==> src/rtl/core/bfg_pkg.sv <==
`default_nettype none

package bfg_pkg;

   localparam int WINDOW_MAX   = 10;
   localparam int SAMPLES_MAX  = 9;
   localparam int CURVE_POINTS = 21;

   localparam int SAMPLE_W   = 12;
   localparam int SUM_W      = 16;
   localparam int CNT_W      = 4;
   localparam int WIN_IDX_W  = $clog2(WINDOW_MAX);
   localparam int FILL_W     = $clog2(WINDOW_MAX + 1);
   localparam int WSUM_W     = SUM_W + FILL_W;
   localparam int DIV_W      = 40;
   localparam int DVSR_W     = 18;
   localparam int SEG_W      = $clog2(CURVE_POINTS);
   localparam int MV_W       = 13;
   localparam int PCT_W      = 7;
   localparam int EMA_W      = 24;
   localparam int NORM_W     = 21;
   localparam int CSR_IDX_W  = 3;
   localparam int CSR_DATA_W = 13;

   localparam logic [CSR_IDX_W-1:0] REG_DIVIDER   = 3'd0;
   localparam logic [CSR_IDX_W-1:0] REG_CAL_SCALE = 3'd1;
   localparam logic [CSR_IDX_W-1:0] REG_CAL_OFS   = 3'd2;
   localparam logic [CSR_IDX_W-1:0] REG_EMPTY     = 3'd3;
   localparam logic [CSR_IDX_W-1:0] REG_FULL      = 3'd4;
   localparam logic [CSR_IDX_W-1:0] REG_LOW_THR   = 3'd5;
   localparam logic [CSR_IDX_W-1:0] REG_SAMPLES   = 3'd6;
   localparam logic [CSR_IDX_W-1:0] REG_WINDOW    = 3'd7;

   localparam logic [1:0] SEL_RAW    = 2'd0;
   localparam logic [1:0] SEL_AVG    = 2'd1;
   localparam logic [1:0] SEL_CURVE  = 2'd2;
   localparam logic [1:0] SEL_INTERP = 2'd3;

   typedef struct packed {
      logic       accum;
      logic       mul1;
      logic       mul2;
      logic       div_start;
      logic [1:0] div_sel;
      logic       take_raw;
      logic       win_write;
      logic       sum_step;
      logic       ema_mul;
      logic       ema_update;
      logic       take_num;
      logic       take_norm;
      logic       walk;
      logic       take_map;
      logic       finish;
   } cmd_type;

   typedef struct packed {
      logic last_sample;
      logic div_done;
      logic sum_last;
      logic walk_done;
      logic walk_interp;
   } status_type;

   function automatic logic [MV_W-1:0] curve_mv(input logic [SEG_W-1:0] idx);
      logic [MV_W-1:0] v;
      case (idx)
         5'd0:    v = 13'd4200;
         5'd1:    v = 13'd4150;
         5'd2:    v = 13'd4110;
         5'd3:    v = 13'd4080;
         5'd4:    v = 13'd4020;
         5'd5:    v = 13'd3980;
         5'd6:    v = 13'd3950;
         5'd7:    v = 13'd3910;
         5'd8:    v = 13'd3870;
         5'd9:    v = 13'd3850;
         5'd10:   v = 13'd3840;
         5'd11:   v = 13'd3820;
         5'd12:   v = 13'd3800;
         5'd13:   v = 13'd3790;
         5'd14:   v = 13'd3770;
         5'd15:   v = 13'd3750;
         5'd16:   v = 13'd3730;
         5'd17:   v = 13'd3710;
         5'd18:   v = 13'd3690;
         5'd19:   v = 13'd3610;
         5'd20:   v = 13'd3300;
         default: v = 13'd0;
      endcase
      return v;
   endfunction

   function automatic logic [PCT_W-1:0] curve_pct(input logic [SEG_W-1:0] idx);
      logic [PCT_W-1:0] v;
      case (idx)
         5'd0:    v = 7'd100;
         5'd1:    v = 7'd95;
         5'd2:    v = 7'd90;
         5'd3:    v = 7'd85;
         5'd4:    v = 7'd80;
         5'd5:    v = 7'd75;
         5'd6:    v = 7'd70;
         5'd7:    v = 7'd65;
         5'd8:    v = 7'd60;
         5'd9:    v = 7'd55;
         5'd10:   v = 7'd50;
         5'd11:   v = 7'd45;
         5'd12:   v = 7'd40;
         5'd13:   v = 7'd35;
         5'd14:   v = 7'd30;
         5'd15:   v = 7'd25;
         5'd16:   v = 7'd20;
         5'd17:   v = 7'd15;
         5'd18:   v = 7'd10;
         5'd19:   v = 7'd5;
         default: v = 7'd0;
      endcase
      return v;
   endfunction

endpackage

`default_nettype wire

==> src/rtl/core/bfg_divider.sv <==
`default_nettype none

module bfg_divider
   import bfg_pkg::*;
(
   input  wire logic              clock,
   input  wire logic              reset,
   input  wire logic              start,
   input  wire logic [DIV_W-1:0]  dividend,
   input  wire logic [DVSR_W-1:0] divisor,
   output logic                   done,
   output logic [DIV_W-1:0]       quotient
);

   localparam int CNTD_W = $clog2(DIV_W + 1);

   logic [DIV_W-1:0]  quo_ff, quo_in;
   logic [DVSR_W-1:0] rem_ff, rem_in;
   logic [DVSR_W-1:0] dvs_ff, dvs_in;
   logic [CNTD_W-1:0] cnt_ff, cnt_in;
   logic              busy_ff, busy_in;
   logic              done_ff, done_in;
   logic [DVSR_W:0]   rem_shift;
   logic [DVSR_W:0]   rem_sub;
   logic              ge;

   always_comb begin
      rem_shift = {rem_ff, quo_ff[DIV_W-1]};
      ge        = rem_shift >= {1'b0, dvs_ff};
      rem_sub   = ge ? rem_shift - {1'b0, dvs_ff} : rem_shift;
      quo_in    = quo_ff;
      rem_in    = rem_ff;
      dvs_in    = dvs_ff;
      cnt_in    = cnt_ff;
      busy_in   = busy_ff;
      done_in   = 1'b0;
      if (start) begin
         quo_in  = dividend;
         rem_in  = '0;
         dvs_in  = divisor;
         cnt_in  = CNTD_W'(DIV_W);
         busy_in = 1'b1;
      end else if (busy_ff) begin
         quo_in = {quo_ff[DIV_W-2:0], ge};
         rem_in = rem_sub[DVSR_W-1:0];
         cnt_in = cnt_ff - 1'b1;
         if (cnt_ff == CNTD_W'(1)) begin
            busy_in = 1'b0;
            done_in = 1'b1;
         end
      end
   end

   always_ff @(posedge clock) begin
      quo_ff <= quo_in;
      rem_ff <= rem_in;
      dvs_ff <= dvs_in;
      if (reset) begin
         cnt_ff  <= '0;
         busy_ff <= 1'b0;
         done_ff <= 1'b0;
      end else begin
         cnt_ff  <= cnt_in;
         busy_ff <= busy_in;
         done_ff <= done_in;
      end
   end

   assign done     = done_ff;
   assign quotient = quo_ff;

endmodule

`default_nettype wire

==> src/rtl/core/bfg_ctrl.sv <==
`default_nettype none

module bfg_ctrl
   import bfg_pkg::*;
(
   input  wire logic       clock,
   input  wire logic       reset,
   input  wire logic       req_valid,
   output logic            req_ready,
   input  wire logic       rsp_ready,
   output logic            rsp_valid,
   input  wire status_type status,
   output cmd_type         cmd
);

   localparam logic [4:0] S_IDLE = 5'd0;
   localparam logic [4:0] S_MUL1 = 5'd1;
   localparam logic [4:0] S_MUL2 = 5'd2;
   localparam logic [4:0] S_DRAW = 5'd3;
   localparam logic [4:0] S_WRAW = 5'd4;
   localparam logic [4:0] S_RAW  = 5'd5;
   localparam logic [4:0] S_WIN  = 5'd6;
   localparam logic [4:0] S_SUM  = 5'd7;
   localparam logic [4:0] S_DAVG = 5'd8;
   localparam logic [4:0] S_WAVG = 5'd9;
   localparam logic [4:0] S_EMA1 = 5'd10;
   localparam logic [4:0] S_EMA2 = 5'd11;
   localparam logic [4:0] S_NUM  = 5'd12;
   localparam logic [4:0] S_DCRV = 5'd13;
   localparam logic [4:0] S_WCRV = 5'd14;
   localparam logic [4:0] S_NORM = 5'd15;
   localparam logic [4:0] S_WALK = 5'd16;
   localparam logic [4:0] S_DINT = 5'd17;
   localparam logic [4:0] S_WINT = 5'd18;
   localparam logic [4:0] S_MAP  = 5'd19;
   localparam logic [4:0] S_FIN  = 5'd20;

   logic [4:0] state_ff, state_in;
   logic       rsp_valid_ff, rsp_valid_in;

   always_comb begin
      cmd          = '0;
      state_in     = state_ff;
      req_ready    = 1'b0;
      rsp_valid_in = rsp_valid_ff;
      if (rsp_valid_ff && rsp_ready) begin
         rsp_valid_in = 1'b0;
      end
      case (state_ff)
         S_IDLE: begin
            req_ready = 1'b1;
            if (req_valid) begin
               cmd.accum = 1'b1;
               if (status.last_sample) begin
                  state_in = S_MUL1;
               end
            end
         end
         S_MUL1: begin
            cmd.mul1 = 1'b1;
            state_in = S_MUL2;
         end
         S_MUL2: begin
            cmd.mul2 = 1'b1;
            state_in = S_DRAW;
         end
         S_DRAW: begin
            cmd.div_start = 1'b1;
            cmd.div_sel   = SEL_RAW;
            state_in      = S_WRAW;
         end
         S_WRAW: begin
            if (status.div_done) begin
               state_in = S_RAW;
            end
         end
         S_RAW: begin
            cmd.take_raw = 1'b1;
            state_in     = S_WIN;
         end
         S_WIN: begin
            cmd.win_write = 1'b1;
            state_in      = S_SUM;
         end
         S_SUM: begin
            cmd.sum_step = 1'b1;
            if (status.sum_last) begin
               state_in = S_DAVG;
            end
         end
         S_DAVG: begin
            cmd.div_start = 1'b1;
            cmd.div_sel   = SEL_AVG;
            state_in      = S_WAVG;
         end
         S_WAVG: begin
            if (status.div_done) begin
               state_in = S_EMA1;
            end
         end
         S_EMA1: begin
            cmd.ema_mul = 1'b1;
            state_in    = S_EMA2;
         end
         S_EMA2: begin
            cmd.ema_update = 1'b1;
            state_in       = S_NUM;
         end
         S_NUM: begin
            cmd.take_num = 1'b1;
            state_in     = S_DCRV;
         end
         S_DCRV: begin
            cmd.div_start = 1'b1;
            cmd.div_sel   = SEL_CURVE;
            state_in      = S_WCRV;
         end
         S_WCRV: begin
            if (status.div_done) begin
               state_in = S_NORM;
            end
         end
         S_NORM: begin
            cmd.take_norm = 1'b1;
            state_in      = S_WALK;
         end
         S_WALK: begin
            cmd.walk = 1'b1;
            if (status.walk_interp) begin
               state_in = S_DINT;
            end else if (status.walk_done) begin
               state_in = S_FIN;
            end
         end
         S_DINT: begin
            cmd.div_start = 1'b1;
            cmd.div_sel   = SEL_INTERP;
            state_in      = S_WINT;
         end
         S_WINT: begin
            if (status.div_done) begin
               state_in = S_MAP;
            end
         end
         S_MAP: begin
            cmd.take_map = 1'b1;
            state_in     = S_FIN;
         end
         S_FIN: begin
            if (!rsp_valid_ff || rsp_ready) begin
               cmd.finish   = 1'b1;
               rsp_valid_in = 1'b1;
               state_in     = S_IDLE;
            end
         end
         default: begin
            state_in = S_IDLE;
         end
      endcase
   end

   always_ff @(posedge clock) begin
      if (reset) begin
         state_ff     <= S_IDLE;
         rsp_valid_ff <= 1'b0;
      end else begin
         state_ff     <= state_in;
         rsp_valid_ff <= rsp_valid_in;
      end
   end

   assign rsp_valid = rsp_valid_ff;

endmodule

`default_nettype wire

==> src/rtl/core/bfg_dp.sv <==
`default_nettype none

module bfg_dp
   import bfg_pkg::*;
(
   input  wire logic                  clock,
   input  wire logic                  reset,
   input  wire cmd_type               cmd,
   output status_type                 status,
   input  wire logic [SAMPLE_W-1:0]   req_sample_mv,
   input  wire logic                  csr_write_enable,
   input  wire logic [CSR_IDX_W-1:0]  csr_index,
   input  wire logic [CSR_DATA_W-1:0] csr_write_data,
   output logic [15:0]                rsp_raw_mv,
   output logic [15:0]                rsp_filtered_mv,
   output logic [PCT_W-1:0]           rsp_percent,
   output logic                       rsp_charging,
   output logic                       rsp_low_battery
);

   // configuration
   logic [11:0] div_reg_ff, div_reg_in;
   logic [12:0] scl_reg_ff, scl_reg_in;
   logic [9:0]  ofs_reg_ff, ofs_reg_in;
   logic [11:0] emp_reg_ff, emp_reg_in;
   logic [12:0] full_reg_ff, full_reg_in;
   logic [12:0] thr_reg_ff, thr_reg_in;
   logic [3:0]  cnt_reg_ff, cnt_reg_in;
   logic [3:0]  win_reg_ff, win_reg_in;

   // sample accumulation
   logic [SUM_W-1:0]    ssum_ff, ssum_in;
   logic [SAMPLE_W-1:0] smin_ff, smin_in;
   logic [SAMPLE_W-1:0] smax_ff, smax_in;
   logic [CNT_W-1:0]    sidx_ff, sidx_in;
   logic [SUM_W-1:0]    trim_ff;
   logic [27:0]         p1_ff;
   logic [DIV_W-1:0]    p2_ff;
   logic [15:0]         raw_ff;

   // window
   logic [15:0]          store_ff [WINDOW_MAX];
   logic [FILL_W-1:0]    fill_ff, fill_in;
   logic [WIN_IDX_W-1:0] pos_ff, pos_in;
   logic [WIN_IDX_W-1:0] sidx2_ff, sidx2_in;
   logic [WSUM_W-1:0]    wsum_ff, wsum_in;

   // filter and mapping
   logic [EMA_W-1:0]  avg_ff;
   logic [30:0]       t90_ff;
   logic [EMA_W-1:0]  ema_ff, ema_in;
   logic              eseed_ff, eseed_in;
   logic [EMA_W-1:0]  num_ff;
   logic              sat_ff;
   logic [NORM_W-1:0] norm_ff;
   logic [SEG_W-1:0]  seg_ff, seg_in;
   logic [NORM_W-1:0] den_ff;
   logic [27:0]       nprod_ff;
   logic [PCT_W-1:0]  plo_ff;
   logic [PCT_W-1:0]  mapped_ff, mapped_in;

   // trend and outputs
   logic [EMA_W-1:0]  tref_ff, tref_in;
   logic              tseed_ff, tseed_in;
   logic [3:0]        rise_ff, rise_in;
   logic [3:0]        fall_ff, fall_in;
   logic [PCT_W-1:0]  held_ff, held_in;
   logic              chg_ff, chg_in;
   logic              low_ff, low_in;
   logic              gvalid_ff, gvalid_in;
   logic [15:0]       rsp_raw_ff, rsp_filt_ff;

   logic [11:0]        div_c;
   logic [12:0]        scl_c;
   logic signed [9:0]  ofs_c;
   logic [11:0]        emp_c;
   logic [12:0]        full_cl, full_c, thr_c;
   logic [3:0]         n_c, win_c, kept;
   logic               clear_all;

   logic [SUM_W-1:0]    nsum;
   logic [SAMPLE_W-1:0] nmin, nmax;
   logic                last;

   logic [DIV_W-1:0]  dv_dividend;
   logic [DVSR_W-1:0] dv_divisor;
   logic              dv_done;
   logic [DIV_W-1:0]  dv_quo;

   logic signed [21:0] rsum;
   logic [15:0]        raw_sat;
   logic [FILL_W-1:0]  fill_inc;
   logic [WIN_IDX_W-1:0] pos_eff, pos_nxt;

   logic [32:0]       ema_mix;
   logic [19:0]       emp_q8;
   logic [12:0]       span;

   logic [NORM_W-1:0] up_v, lo_v, top_v, bot_v;
   logic              w_top, w_bot, w_hit, w_last;
   logic [PCT_W-1:0]  pct_hi, pct_lo;
   logic [8:0]        map_sum;

   logic [EMA_W:0]    ema_e, tref_e;
   logic              tr_up, tr_dn;
   logic              chg_nxt;
   logic [3:0]        rise_nxt, fall_nxt;
   logic [EMA_W:0]    filt_w;

   bfg_divider u_div (
      .clock    (clock),
      .reset    (reset),
      .start    (cmd.div_start),
      .dividend (dv_dividend),
      .divisor  (dv_divisor),
      .done     (dv_done),
      .quotient (dv_quo)
   );

   always_comb begin
      div_c = div_reg_ff < 12'd282 ? 12'd282 : (div_reg_ff > 12'd3072 ? 12'd3072 : div_reg_ff);
      scl_c = scl_reg_ff < 13'd3277 ? 13'd3277 : (scl_reg_ff > 13'd4915 ? 13'd4915 : scl_reg_ff);
      ofs_c = $signed(ofs_reg_ff);
      if (ofs_c < -10'sd500) begin
         ofs_c = -10'sd500;
      end else if (ofs_c > 10'sd500) begin
         ofs_c = 10'sd500;
      end
      emp_c = emp_reg_ff < 12'd2500 ? 12'd2500 : (emp_reg_ff > 12'd3800 ? 12'd3800 : emp_reg_ff);
      full_cl = full_reg_ff < 13'd3700 ? 13'd3700 :
                (full_reg_ff > 13'd4350 ? 13'd4350 : full_reg_ff);
      full_c = full_cl <= {1'b0, emp_c} ? {1'b0, emp_c} + 13'd100 : full_cl;
      thr_c = thr_reg_ff < {1'b0, emp_c} ? {1'b0, emp_c} :
              (thr_reg_ff > full_c ? full_c : thr_reg_ff);
      n_c = cnt_reg_ff < 4'd5 ? 4'd5 :
            (cnt_reg_ff > 4'(SAMPLES_MAX) ? 4'(SAMPLES_MAX) : cnt_reg_ff);
      win_c = win_reg_ff < 4'd1 ? 4'd1 :
              (win_reg_ff > 4'(WINDOW_MAX) ? 4'(WINDOW_MAX) : win_reg_ff);
      kept = n_c - 4'd2;
      clear_all = csr_write_enable &&
                  (csr_index == REG_SAMPLES || csr_index == REG_WINDOW);
   end

   always_comb begin
      div_reg_in  = div_reg_ff;
      scl_reg_in  = scl_reg_ff;
      ofs_reg_in  = ofs_reg_ff;
      emp_reg_in  = emp_reg_ff;
      full_reg_in = full_reg_ff;
      thr_reg_in  = thr_reg_ff;
      cnt_reg_in  = cnt_reg_ff;
      win_reg_in  = win_reg_ff;
      if (csr_write_enable) begin
         case (csr_index)
            REG_DIVIDER:   div_reg_in  = csr_write_data[11:0];
            REG_CAL_SCALE: scl_reg_in  = csr_write_data;
            REG_CAL_OFS:   ofs_reg_in  = csr_write_data[9:0];
            REG_EMPTY:     emp_reg_in  = csr_write_data[11:0];
            REG_FULL:      full_reg_in = csr_write_data;
            REG_LOW_THR:   thr_reg_in  = csr_write_data;
            REG_SAMPLES:   cnt_reg_in  = csr_write_data[3:0];
            REG_WINDOW:    win_reg_in  = csr_write_data[3:0];
            default: begin
            end
         endcase
      end
   end

   always_comb begin
      nsum = ssum_ff + SUM_W'(req_sample_mv);
      nmin = req_sample_mv < smin_ff ? req_sample_mv : smin_ff;
      nmax = req_sample_mv > smax_ff ? req_sample_mv : smax_ff;
      last = ({1'b0, sidx_ff} + 5'd1) >= {1'b0, n_c};
      ssum_in = ssum_ff;
      smin_in = smin_ff;
      smax_in = smax_ff;
      sidx_in = sidx_ff;
      if (clear_all || (cmd.accum && last)) begin
         ssum_in = '0;
         smin_in = '1;
         smax_in = '0;
         sidx_in = '0;
      end else if (cmd.accum) begin
         ssum_in = nsum;
         smin_in = nmin;
         smax_in = nmax;
         sidx_in = sidx_ff + 1'b1;
      end
   end

   always_comb begin
      case (cmd.div_sel)
         SEL_RAW: begin
            dv_dividend = p2_ff + DIV_W'({kept, 19'd0});
            dv_divisor  = DVSR_W'(kept);
         end
         SEL_AVG: begin
            dv_dividend = DIV_W'({wsum_ff, 8'd0}) + DIV_W'(fill_ff >> 1);
            dv_divisor  = DVSR_W'(fill_ff);
         end
         SEL_CURVE: begin
            dv_dividend = DIV_W'(num_ff * 10'd1000);
            dv_divisor  = DVSR_W'(span);
         end
         SEL_INTERP: begin
            dv_dividend = DIV_W'({nprod_ff, 1'b0}) + DIV_W'(den_ff);
            dv_divisor  = DVSR_W'({den_ff, 1'b0});
         end
         default: begin
            dv_dividend = '0;
            dv_divisor  = '0;
         end
      endcase
   end

   always_comb begin
      rsum = $signed({2'b00, dv_quo[39:20]}) + {{12{ofs_c[9]}}, ofs_c};
      if (rsum[21]) begin
         raw_sat = 16'd0;
      end else if (rsum > 22'sd65535) begin
         raw_sat = 16'hFFFF;
      end else begin
         raw_sat = rsum[15:0];
      end
      pos_eff  = {1'b0, pos_ff} >= {1'b0, win_c[WIN_IDX_W-1:0]} && win_c != 4'(WINDOW_MAX)
                 ? '0 : pos_ff;
      if (FILL_W'(pos_ff) >= FILL_W'(win_c)) begin
         pos_eff = '0;
      end
      fill_inc = fill_ff + 1'b1;
      pos_nxt  = (FILL_W'(pos_eff) + 1'b1 == FILL_W'(win_c)) ? '0 : pos_eff + 1'b1;
      fill_in  = fill_ff;
      pos_in   = pos_ff;
      sidx2_in = sidx2_ff;
      wsum_in  = wsum_ff;
      if (clear_all) begin
         fill_in = '0;
         pos_in  = '0;
      end else if (cmd.win_write) begin
         sidx2_in = '0;
         wsum_in  = '0;
         if (fill_ff < FILL_W'(win_c)) begin
            fill_in = fill_inc;
            pos_in  = (fill_inc == FILL_W'(win_c)) ? '0 : pos_eff;
         end else begin
            pos_in = pos_nxt;
         end
      end else if (cmd.sum_step) begin
         wsum_in  = wsum_ff + WSUM_W'(store_ff[sidx2_ff]);
         sidx2_in = sidx2_ff + 1'b1;
      end
   end

   always_comb begin
      ema_mix = 33'(t90_ff) + 33'(ema_ff * 8'd166) + 33'd128;
      ema_in   = ema_ff;
      eseed_in = eseed_ff;
      if (clear_all) begin
         ema_in   = '0;
         eseed_in = 1'b0;
      end else if (cmd.ema_update) begin
         eseed_in = 1'b1;
         ema_in   = eseed_ff ? ema_mix[31:8] : avg_ff;
      end
      emp_q8 = {emp_c, 8'd0};
      span   = full_c - {1'b0, emp_c};
   end

   always_comb begin
      up_v   = {curve_mv(seg_ff), 8'd0};
      lo_v   = {curve_mv(seg_ff + 1'b1), 8'd0};
      top_v  = {curve_mv('0), 8'd0};
      bot_v  = {curve_mv(SEG_W'(CURVE_POINTS - 1)), 8'd0};
      pct_hi = curve_pct(seg_ff);
      pct_lo = curve_pct(seg_ff + 1'b1);
      w_top  = norm_ff >= top_v;
      w_bot  = norm_ff <= bot_v;
      w_hit  = norm_ff <= up_v && norm_ff >= lo_v;
      w_last = seg_ff == SEG_W'(CURVE_POINTS - 2);
      map_sum = {2'b00, plo_ff} + {1'b0, dv_quo[7:0]};
      seg_in    = seg_ff;
      mapped_in = mapped_ff;
      if (cmd.take_norm) begin
         seg_in = '0;
      end else if (cmd.walk) begin
         if (w_top) begin
            mapped_in = 7'd100;
         end else if (w_bot) begin
            mapped_in = '0;
         end else if (w_hit) begin
            mapped_in = pct_lo;
         end else if (w_last) begin
            mapped_in = '0;
         end else begin
            seg_in = seg_ff + 1'b1;
         end
      end else if (cmd.take_map) begin
         mapped_in = map_sum > 9'd100 ? 7'd100 : map_sum[PCT_W-1:0];
      end
   end

   always_comb begin
      ema_e   = {1'b0, ema_ff};
      tref_e  = {1'b0, tref_ff};
      tr_up   = ema_e > tref_e + 25'd1536;
      tr_dn   = ema_e + 25'd1536 < tref_e;
      rise_nxt = rise_ff;
      fall_nxt = fall_ff;
      if (tr_up) begin
         rise_nxt = rise_ff == 4'd15 ? rise_ff : rise_ff + 4'd1;
         fall_nxt = '0;
      end else if (tr_dn) begin
         fall_nxt = fall_ff == 4'd15 ? fall_ff : fall_ff + 4'd1;
         rise_nxt = '0;
      end else begin
         rise_nxt = rise_ff == 4'd0 ? rise_ff : rise_ff - 4'd1;
         fall_nxt = fall_ff == 4'd0 ? fall_ff : fall_ff - 4'd1;
      end
      chg_nxt = chg_ff;
      if (tseed_ff) begin
         if (rise_nxt >= 4'd2) begin
            chg_nxt = 1'b1;
         end else if (fall_nxt >= 4'd2) begin
            chg_nxt = 1'b0;
         end
      end
      filt_w = (ema_e + 25'd128) >> 8;

      tref_in   = tref_ff;
      tseed_in  = tseed_ff;
      rise_in   = rise_ff;
      fall_in   = fall_ff;
      chg_in    = chg_ff;
      held_in   = held_ff;
      low_in    = low_ff;
      gvalid_in = gvalid_ff;
      if (clear_all) begin
         tref_in  = '0;
         tseed_in = 1'b0;
         rise_in  = '0;
         fall_in  = '0;
      end else if (cmd.finish) begin
         tref_in  = ema_ff;
         tseed_in = 1'b1;
         if (tseed_ff) begin
            rise_in = rise_nxt;
            fall_in = fall_nxt;
         end
         chg_in = chg_nxt;
         if (!gvalid_ff) begin
            held_in = mapped_ff;
         end else if (chg_nxt) begin
            if (mapped_ff > held_ff) begin
               held_in = (held_ff + 1'b1 < mapped_ff) ? held_ff + 1'b1 : mapped_ff;
            end else begin
               held_in = mapped_ff;
            end
         end else if (mapped_ff < held_ff) begin
            held_in = mapped_ff;
         end
         gvalid_in = 1'b1;
         if (!low_ff && ema_ff <= EMA_W'({thr_c, 8'd0})) begin
            low_in = 1'b1;
         end else if (low_ff && ema_ff >= EMA_W'({thr_c + 13'd50, 8'd0})) begin
            low_in = 1'b0;
         end
      end
   end

   always_comb begin
      status.last_sample = last;
      status.div_done    = dv_done;
      status.sum_last    = FILL_W'(sidx2_ff) + 1'b1 == fill_ff;
      status.walk_done   = w_top || w_bot || w_hit || w_last;
      status.walk_interp = !w_top && !w_bot && w_hit && up_v > lo_v;
   end

   always_ff @(posedge clock) begin
      if (cmd.accum && last) begin
         trim_ff <= nsum - SUM_W'(nmin) - SUM_W'(nmax);
      end
      if (cmd.mul1) begin
         p1_ff <= trim_ff * div_c;
      end
      if (cmd.mul2) begin
         p2_ff <= DIV_W'(p1_ff * scl_c);
      end
      if (cmd.take_raw) begin
         raw_ff <= raw_sat;
      end
      if (cmd.win_write) begin
         if (fill_ff < FILL_W'(win_c)) begin
            store_ff[fill_ff[WIN_IDX_W-1:0]] <= raw_ff;
         end else begin
            store_ff[pos_eff] <= raw_ff;
         end
      end
      if (cmd.ema_mul) begin
         avg_ff <= dv_quo[EMA_W-1:0];
         t90_ff <= 31'(dv_quo[EMA_W-1:0] * 7'd90);
      end
      if (cmd.take_num) begin
         num_ff <= ema_ff > EMA_W'(emp_q8) ? ema_ff - EMA_W'(emp_q8) : '0;
         sat_ff <= (ema_ff > EMA_W'(emp_q8) ? ema_ff - EMA_W'(emp_q8) : '0) >=
                   EMA_W'({span, 8'd0});
      end
      if (cmd.take_norm) begin
         norm_ff <= NORM_W'(819200) + (sat_ff ? NORM_W'(256000) : NORM_W'(dv_quo[17:0]));
      end
      if (cmd.walk) begin
         den_ff   <= up_v - lo_v;
         nprod_ff <= 28'((norm_ff - lo_v) * (pct_hi - pct_lo));
         plo_ff   <= pct_lo;
      end
      if (cmd.finish) begin
         rsp_raw_ff  <= raw_ff;
         rsp_filt_ff <= filt_w > 25'd65535 ? 16'hFFFF : filt_w[15:0];
      end
      sidx2_ff <= sidx2_in;
      wsum_ff  <= wsum_in;
      seg_ff   <= seg_in;
      mapped_ff <= mapped_in;
      if (reset) begin
         div_reg_ff  <= 12'd512;
         scl_reg_ff  <= 13'd4096;
         ofs_reg_ff  <= '0;
         emp_reg_ff  <= 12'd3300;
         full_reg_ff <= 13'd4200;
         thr_reg_ff  <= 13'd3500;
         cnt_reg_ff  <= 4'd5;
         win_reg_ff  <= 4'd5;
         ssum_ff     <= '0;
         smin_ff     <= '1;
         smax_ff     <= '0;
         sidx_ff     <= '0;
         fill_ff     <= '0;
         pos_ff      <= '0;
         ema_ff      <= '0;
         eseed_ff    <= 1'b0;
         tref_ff     <= '0;
         tseed_ff    <= 1'b0;
         rise_ff     <= '0;
         fall_ff     <= '0;
         held_ff     <= '0;
         chg_ff      <= 1'b0;
         low_ff      <= 1'b0;
         gvalid_ff   <= 1'b0;
      end else begin
         div_reg_ff  <= div_reg_in;
         scl_reg_ff  <= scl_reg_in;
         ofs_reg_ff  <= ofs_reg_in;
         emp_reg_ff  <= emp_reg_in;
         full_reg_ff <= full_reg_in;
         thr_reg_ff  <= thr_reg_in;
         cnt_reg_ff  <= cnt_reg_in;
         win_reg_ff  <= win_reg_in;
         ssum_ff     <= ssum_in;
         smin_ff     <= smin_in;
         smax_ff     <= smax_in;
         sidx_ff     <= sidx_in;
         fill_ff     <= fill_in;
         pos_ff      <= pos_in;
         ema_ff      <= ema_in;
         eseed_ff    <= eseed_in;
         tref_ff     <= tref_in;
         tseed_ff    <= tseed_in;
         rise_ff     <= rise_in;
         fall_ff     <= fall_in;
         held_ff     <= held_in;
         chg_ff      <= chg_in;
         low_ff      <= low_in;
         gvalid_ff   <= gvalid_in;
      end
   end

   assign rsp_raw_mv      = rsp_raw_ff;
   assign rsp_filtered_mv = rsp_filt_ff;
   assign rsp_percent     = held_ff;
   assign rsp_charging    = chg_ff;
   assign rsp_low_battery = low_ff;

endmodule

`default_nettype wire

==> src/rtl/core/battery_fuel_gauge.sv <==
`default_nettype none

// Channel   Direction  Handshake              Payload
// req_      in         req_valid/req_ready    sample_mv
// rsp_      out        rsp_valid/rsp_ready    raw_mv filtered_mv percent charging low_battery
// csr_      in         csr_write_enable       csr_index csr_write_data
//
// A sample that does not close a measurement is only accumulated, and the gauge stays ready.
// A closing sample uses the shared 40-step serial divider three or four times
// (the fourth to interpolate) and also runs the window sum and the curve walk.
// Reset is synchronous; configuration returns to its default values.
// Samples are taken while a result waits; a new result stalls until it is taken.

module battery_fuel_gauge
   import bfg_pkg::*;
(
   input  wire logic                  clock,
   input  wire logic                  reset,
   input  wire logic                  req_valid,
   output logic                       req_ready,
   input  wire logic [SAMPLE_W-1:0]   req_sample_mv,
   output logic                       rsp_valid,
   input  wire logic                  rsp_ready,
   output logic [15:0]                rsp_raw_mv,
   output logic [15:0]                rsp_filtered_mv,
   output logic [PCT_W-1:0]           rsp_percent,
   output logic                       rsp_charging,
   output logic                       rsp_low_battery,
   input  wire logic                  csr_write_enable,
   input  wire logic [CSR_IDX_W-1:0]  csr_index,
   input  wire logic [CSR_DATA_W-1:0] csr_write_data
);

   cmd_type    cmd;
   status_type status;

   bfg_ctrl u_ctrl (
      .clock     (clock),
      .reset     (reset),
      .req_valid (req_valid),
      .req_ready (req_ready),
      .rsp_ready (rsp_ready),
      .rsp_valid (rsp_valid),
      .status    (status),
      .cmd       (cmd)
   );

   bfg_dp u_dp (
      .clock            (clock),
      .reset            (reset),
      .cmd              (cmd),
      .status           (status),
      .req_sample_mv    (req_sample_mv),
      .csr_write_enable (csr_write_enable),
      .csr_index        (csr_index),
      .csr_write_data   (csr_write_data),
      .rsp_raw_mv       (rsp_raw_mv),
      .rsp_filtered_mv  (rsp_filtered_mv),
      .rsp_percent      (rsp_percent),
      .rsp_charging     (rsp_charging),
      .rsp_low_battery  (rsp_low_battery)
   );

endmodule

`default_nettype wire

==> config.mk <==
export PLATFORM = sky130hd
export DESIGN_NAME = battery_fuel_gauge
export DESIGN_NICKNAME = d
export VERILOG_FILES = /design/src/rtl/core/bfg_pkg.sv /design/src/rtl/core/bfg_divider.sv /design/src/rtl/core/bfg_ctrl.sv /design/src/rtl/core/bfg_dp.sv /design/src/rtl/core/battery_fuel_gauge.sv
export SDC_FILE = /design/constraint.sdc
export NUM_CORES = 2
export LEC_CHECK = 0
export BUFFER_PORTS_ARGS = -buffer_cell sky130_fd_sc_hd__buf_2
export CAP_MARGIN = 20
export CELL_PAD_IN_SITES_DETAIL_PLACEMENT = 0
export CELL_PAD_IN_SITES_GLOBAL_PLACEMENT = 1
export CORE_MARGIN = 2
export CORE_UTILIZATION = 43
export DETAILED_ROUTE_END_ITERATION = 8
export PLACE_DENSITY = 0.81
export SETUP_SLACK_MARGIN = 0.1
export SLEW_MARGIN = 20
export SYNTH_ARGS = -nofsm -noshare
export SYNTH_HDL_FRONTEND = slang
export SYNTH_SLANG_ARGS = --single-unit
==> constraint.sdc <==
create_clock -name clock -period 9.7 [get_ports clock]
set_input_delay 0.97 -clock clock [delete_from_list [all_inputs] [get_ports clock]]
set_output_delay 0.97 -clock clock [all_outputs]
set_load 0.05 [all_outputs]
== Word level (Yosys, flattened, before mapping) ==
Memories as Yosys holds them, arrays and structs flattened. A register that Yosys moved wholly into a read port is not among the register bits.
Cells that the tools add are included.
Word-level totals
  register bits: 615
  memories: 5
  logic and storage cells: 360
  memory bits (read-only): 1216
  memory bits (writable): 160
  bits in latches: 0
Memory list
  (no name shown): words 32, width 12, read ports 1, clocked after Yosys merged registers in 1, wr ports 0, RTL line bfg_pkg.sv:67  | case (idx)
  (no name shown): words 32, width 12, read ports 1, clocked after Yosys merged registers in 0, wr ports 0, RTL line bfg_pkg.sv:67
  (no name shown): words 32, width 7, read ports 1, clocked after Yosys merged registers in 1, wr ports 0, RTL line bfg_pkg.sv:96  | case (idx)
  (no name shown): words 32, width 7, read ports 1, clocked after Yosys merged registers in 0, wr ports 0, RTL line bfg_pkg.sv:96
  u_dp.store_ff: words 10, width 16, read ports 1, clocked after Yosys merged registers in 1, wr ports 1, RTL line bfg_dp.sv:42  | logic [15:0] store_ff [WINDOW_MAX];
Operators by class
  reduce and logical (&&, ||, !) cells: 51
  shift-type cells: 0
  mux-type cells: 112
  multiply operators: 6
  div/mod/pow operators: 0
  equality and inequality tests: 49
  order comparisons: 43
  $add $sub $neg: 36
  bitwise gates (word level): 7
Operators by type and width (number)
  one-hot mux 40 bit (4 select lines): 1
  one-hot mux 5 bit (21 select lines): 1
  two-way mux 13 bit: 7
  two-way mux 4 bit: 21
  two-way mux 7 bit: 12
  two-way mux 40 bit: 2
  two-way mux 12 bit: 6
  one-hot mux 18 bit (4 select lines): 1
  two-way mux 5 bit: 14
  multiplier 24 x 7 -> 31 bit (second input constant): 2
  adder 24 x 11 -> 25 bit (second input constant): 2
  greater-or-equal comparator 24 x 21 -> 1 bit: 2
  two-way mux 24 bit: 2
  adder 40 x 23 -> 40 bit: 1
  equality test 5 x 4 -> 1 bit (second input constant): 8
  multiplier 28 x 13 -> 40 bit: 1
  two-way mux 18 bit: 2
  two-way mux 1 bit: 35
  adder 31 x 32 -> 32 bit: 1
  adder 32 x 8 -> 32 bit (second input constant): 1
  two-way mux 16 bit: 2
  subtractor 16 x 12 -> 16 bit: 2
  adder 29 x 21 -> 30 bit: 1
  equality test 5 bit (second input constant): 6
  95 further kinds: 171

== Longest topological paths before layout ==
  depth after elaboration: 13
  depth in mapped cells: 43
  depth with buffers taken out: 41

== Modules after synthesis ==
From an unflattened synthesis, not the netlist that was laid out.
Unflattened totals
  cells, all modules: 8217
  area, all modules: 78838.1 µm²
By module, submodules not included
  bfg_dp: cells an instance 7723, area each 73758.2 µm², instances 1, seq. area each 18617.9 µm²
  bfg_divider: cells an instance 408, area each 4501.8 µm², instances 1, seq. area each 2262.2 µm²
  bfg_ctrl: cells an instance 86, area each 578.1 µm², instances 1, seq. area each 120.1 µm²

== Least setup slack after synthesis ==
OpenSTA, ideal clock, no wires.
  path kind: register -> register
  start point: register u_dp.seg_ff[0]
  end point: register u_dp.nprod_ff[27] (data pin)
  period minus slack after synthesis: 9.574 ns
  data required time: 9.441 ns
  buffers on the path: 3
  cell stages (with the launch flop): 41
  library setup time: 0.259 ns
  slack: 0.126 ns
  arrival: 9.315 ns
  cell sequence: dfxtp_1 -> ha_1 -> clkbuf_1 -> inv_1 -> ha_1 -> clkbuf_1 -> clkbuf_1 -> o211ai_1 -> o31a_1 -> o21ai_0 -> ha_1 -> fa_1 -> nor2b_1 -> o21ai_1 -> a21oi_1 -> o21ai_1 -> a21oi_1 -> o21ai_1 -> [... 5 more ...] -> inv_1 -> fa_1 -> inv_1 -> fa_1 -> inv_1 -> fa_1 -> fa_1 -> inv_1 -> fa_1 -> fa_1 -> inv_1 -> ha_1 -> and3_1 -> and3_1 -> a2111oi_2 -> o21bai_1 -> a21oi_1 -> xnor2_1
Between the ends
  word-level cells in the longest chain between the ends: 4
Ends and longest elaborated chain
  start: declaration: RTL line bfg_dp.sv:56  | logic [SEG_W-1:0] seg_ff, seg_in;
  start signal: assignment: RTL line bfg_dp.sv:421  | seg_ff <= seg_in;
  adder 5 x 1 -> 5 bit (*): RTL line bfg_dp.sv:271, bfg_dp.sv:275
  memory read (32 x 12 bit) / memory read (32 x 7 bit) (equally long branches)
  subtractor 21 x 21 -> 22 bit / subtractor 7 x 7 -> 8 bit (equally long branches): RTL line bfg_dp.sv:412  | nprod_ff <= 28'((norm_ff - lo_v) * (pct_hi - pct_lo));
  multiplier 28 x 28 -> 28 bit (*): RTL line bfg_dp.sv:412
  end signal: assignment: RTL line bfg_dp.sv:412
  end: declaration: RTL line bfg_dp.sv:58  | logic [27:0] nprod_ff;
Mark *: on every way between the ends. The rest lies on a longest branch, timed or not.
A chain may end at the register's enable or synchronous reset.

== Final worst setup path ==
  start point: register u_dp.seg_ff[2]
  end point: register u_dp.nprod_ff[27] (data pin)
The elaborated chain is that of the path after synthesis.

==> flow_summary.ini <==
[die]
start_util_pct = 43.4
rows = 159
die-width_um = 440
die_height_um = 440
dieArea_mm2 = 0.193
core_mm2 = 0.188
num_io_pins = 76

[clock_network]
cts_tree = yes
insertion_delay_ns = 0.76
h-tree-depth = 3
cts_buffer_depth = 3
holdBufCountCts = 0
cts_buffers = 92
cts_num_sinks = 786
cts_root_buf = clkbuf_16
clkTransAtPathRegs_ns = 0.06

[synthesis]
yosys_warnings = 0
synth_area_mm2 = 0.0817
synth_seq_cells = 786
synth_edf_count = 526
synth_seq_area_share_pct = 25.7
async_reset_ff_share_pct = 0
ys_types = 123
synth_flop_cell = edfxtp_1
synthCells = 8511
synth.avg_cell_area_um2 = 9.60

[power]
peakVddDrop_mv = 0.267
seqPwrFrac_pct = 31.4
p_int_mw = 8.76
swShare_pct = 37.6
power_density_mw_per_mm2 = 158
comb_power_share_pct = 41.7
clkPwrFrac_pct = 26.9
power.switching_mw = 5.28
p_leak_nw = 40.2

[detailed_routing]
dr.pass1.iters = 6
finalWirelength_um = 224000
routedWlPerCell_um = 20.2
drtAntennaViolNets = 0
drc_errors = 0
drt_iter0_markers = 4611
vias_per_cell = 5.49
dr_total_vias = 61100

[layout]
area_delta_synth_final_pct = 8.77
layout_commonest_cell = inv_1
fin_nets = 10300
fin_util_pct = 47.2
fillers = 17600
final_cell_mix = 1277 x inv_1, 938 x nand2_1, 886 x ha_1, 863 x fa_1, 526 x edfxtp_1
drive_gt1_share_pct = 6.86
design_area_mm2 = 0.0888

[timing]
fin_setup_tns_ns = 0
clock.fmax_mhz = 109
max-slew-margin-rel_pct = 23.7
fin_crit_sh_pct = 94.3
setup_viol = 0
tightest_slew_ns = 1.14
final.setup_skew_ns = 0.0779
hold_violations = 0
rsz0062_at_grt = true
fin_ws_ns = 0.551
post-route-min-period_ns = 9.15
maxSlewViolCount = 0

[worst_setup_path]
r2r-end = u_dp.nprod_ff[27]
end_kind = flop
rr_startpoint = u_dp.seg_ff[2]
cpMaxStageDelayCell = fa_1
crit_path_frequent_cell = fa_1
criticalPathCategory = flop to flop
crit_arrival_ns = 9.65
rrSetupSlack_ns = 0.55
crit_required_ns = 10.20
max_stage_delay_ns = 0.56
r2r_cells = 36
critPathBufInv = 8
worstSetupStartpointType = flop
cp_top_family = adder cells
worstPathMaxFanout = 14

[grt]
grt_antenna_before_repair = 12
grt_pass1_vias = 61900
grt_usage_pct = 23.3
grt_max_degree = 83
grt_first_pass_wirelength_um = 354000
grt_overflow_total = 0

[placed_design]
pre_cts_slack_ns = -0.138
gp_routability_congestion = 0.965
placed_area_mm2 = 0.0852
io_buffers = 75
dp_hpwl_um = 177000

[worst_hold_path]
whs_path_depth = 2
hold_class = flop to flop
hold_path_startpoint = u_dp.tref_ff[4]
hold-path-endpoint = u_dp.tref_ff[4]

[run_status]
status = complete, no violations

[job]
maxCapViolCount = 0
-- cell usage after synthesis, drive strengths merged, types with 83 or more instances --
master / number / area (um2)
clkbuf: 254 / 953
inv: 1281 / 4810
dfxtp: 260 / 5200
nor3: 113 / 576
fa: 868 / 17400
and2: 146 / 913
a21oi: 507 / 2620
nor2b: 153 / 957
edfxtp: 526 / 15800
a21o: 155 / 1160
nand2: 942 / 3540
nand2b: 153 / 957
nand3: 145 / 731
xnor2: 313 / 2760
o21ai: 280 / 1420
ha: 890 / 11100
nor2: 457 / 1730
and3: 83 / 526
xor2: 126 / 1100
-- per-stage QoR --
stage,std cells,hold slack [ns],power (mW)
3_5_place_dp,10900,0.446,10.3
4_1_cts,11100,0.455,14.1
6_report,11100,0.456,14.0
5_1_grt,11100,0.478,15.1
2_1_floorplan,8514,0.436,8.78
3_3_place_gp,10900,0.442,10.1
-- state kept, by name (all words and copies together), names as in the netlist, 16 cells and up, named ones only --
signal	cells
u_dp.nprod_ff	28
u_dp.norm_ff	21
u_dp.tref_ff	24
u_dp.u_div.rem_ff	18
u_dp.raw_ff	16
u_dp.u_div.dvs_ff	18
u_dp.p1_ff	28
u_dp.ema_ff	24
u_dp.p2_ff	40
u_dp.wsum_ff	20
u_dp.rsp_filtered_mv	16
u_dp.avg_ff	24
u_dp.rsp_raw_mv	16
u_dp.ssum_ff	16
u_dp.u_div.quotient	40
u_dp.t90_ff	28
u_dp.store_ff	160
u_dp.trim_ff	16
u_dp.num_ff	24
-- kinds of logic (layout without fill, tap and decap cells) --
logic type	after synthesis	in the layout	synth area share (%)
other	1	7	0.00459
adders and majority gates	1760	1760	34.9
buffers and inverters	1571	1678	7.28
muxes	122	122	2.06
xor gates and xnor gates	440	440	4.76
DFF	786	786	25.7
AOI/OAI and AO/OA	1439	1439	11.3
and+or+nand+nor	2392	2392	13.9
-- what timing repair did --
action | 4_1_cts | 5_1_grt
pin swaps | 0 | 8
resized for setup | 4 | 45
buffers inserted | 0 | 7
endpoints found under the setup margin | 2 | 6
gates cloned | 0 | 0
-- worst max-delay path by stage --
stage / depth (start not counted) / from / slack [ns] / endpoint
after floorplan: 40 / u_dp.seg_ff[0] / 0.13 / u_dp.nprod_ff[27]
after global placement: 39 / u_dp.seg_ff[0] / 0.06 / u_dp.nprod_ff[27]
after detailed placement: 39 / u_dp.seg_ff[0] / -0.14 / u_dp.nprod_ff[27]
after global routing: 39 / u_dp.seg_ff[1] / 0.06 / u_dp.nprod_ff[27]
after CTS: 39 / u_dp.seg_ff[0] / 0.11 / u_dp.nprod_ff[27]
final: 36 / u_dp.seg_ff[2] / 0.55 / u_dp.nprod_ff[27]
-- layout make-up --
type,count,area [um2],area share (%)
Antenna cell,3,7.51,0.00845
Sequential cell,786,21000,23.6
Multi-Input combinational cell,6157,55000,62.0
Tap cell,2495,3120,3.51
Inverter,1282,4810,5.42
Clock buffer,121,2530,2.85
Clock inverter,52,787,0.886
Timing Repair Buffer,223,1530,1.72
-- tightest hold or removal path: cells and delay by family (launching register included) --
kind,cells,cell delay [ns]
simple gates,1,0.05
compound gates,1,0.05
flops,1,0.31
-- routing by layer --
layer / vias up / global-route usage, % / part of all wire, %
met2: 1795 / 38.6 / 47
li1: 28400 / - / -
met1: 30400 / 31.3 / 43
met4: 10 / 7.73 / 3.6
met5: - / 0 / 0.026
met3: 399 / 3.40 / 6.2
-- power groups by stage --
stage          logic, mW  clock network [mW]  registers [mW]
3_5_place_dp        5.78                   0            4.47
2_1_floorplan       4.54                   0            4.24
5_1_grt             6.66                3.97            4.42
4_1_cts             5.84                3.85            4.40
3_3_place_gp        5.64                   0            4.46
6_report            5.85                3.78            4.41
Power figures use the tool's default switching activity.
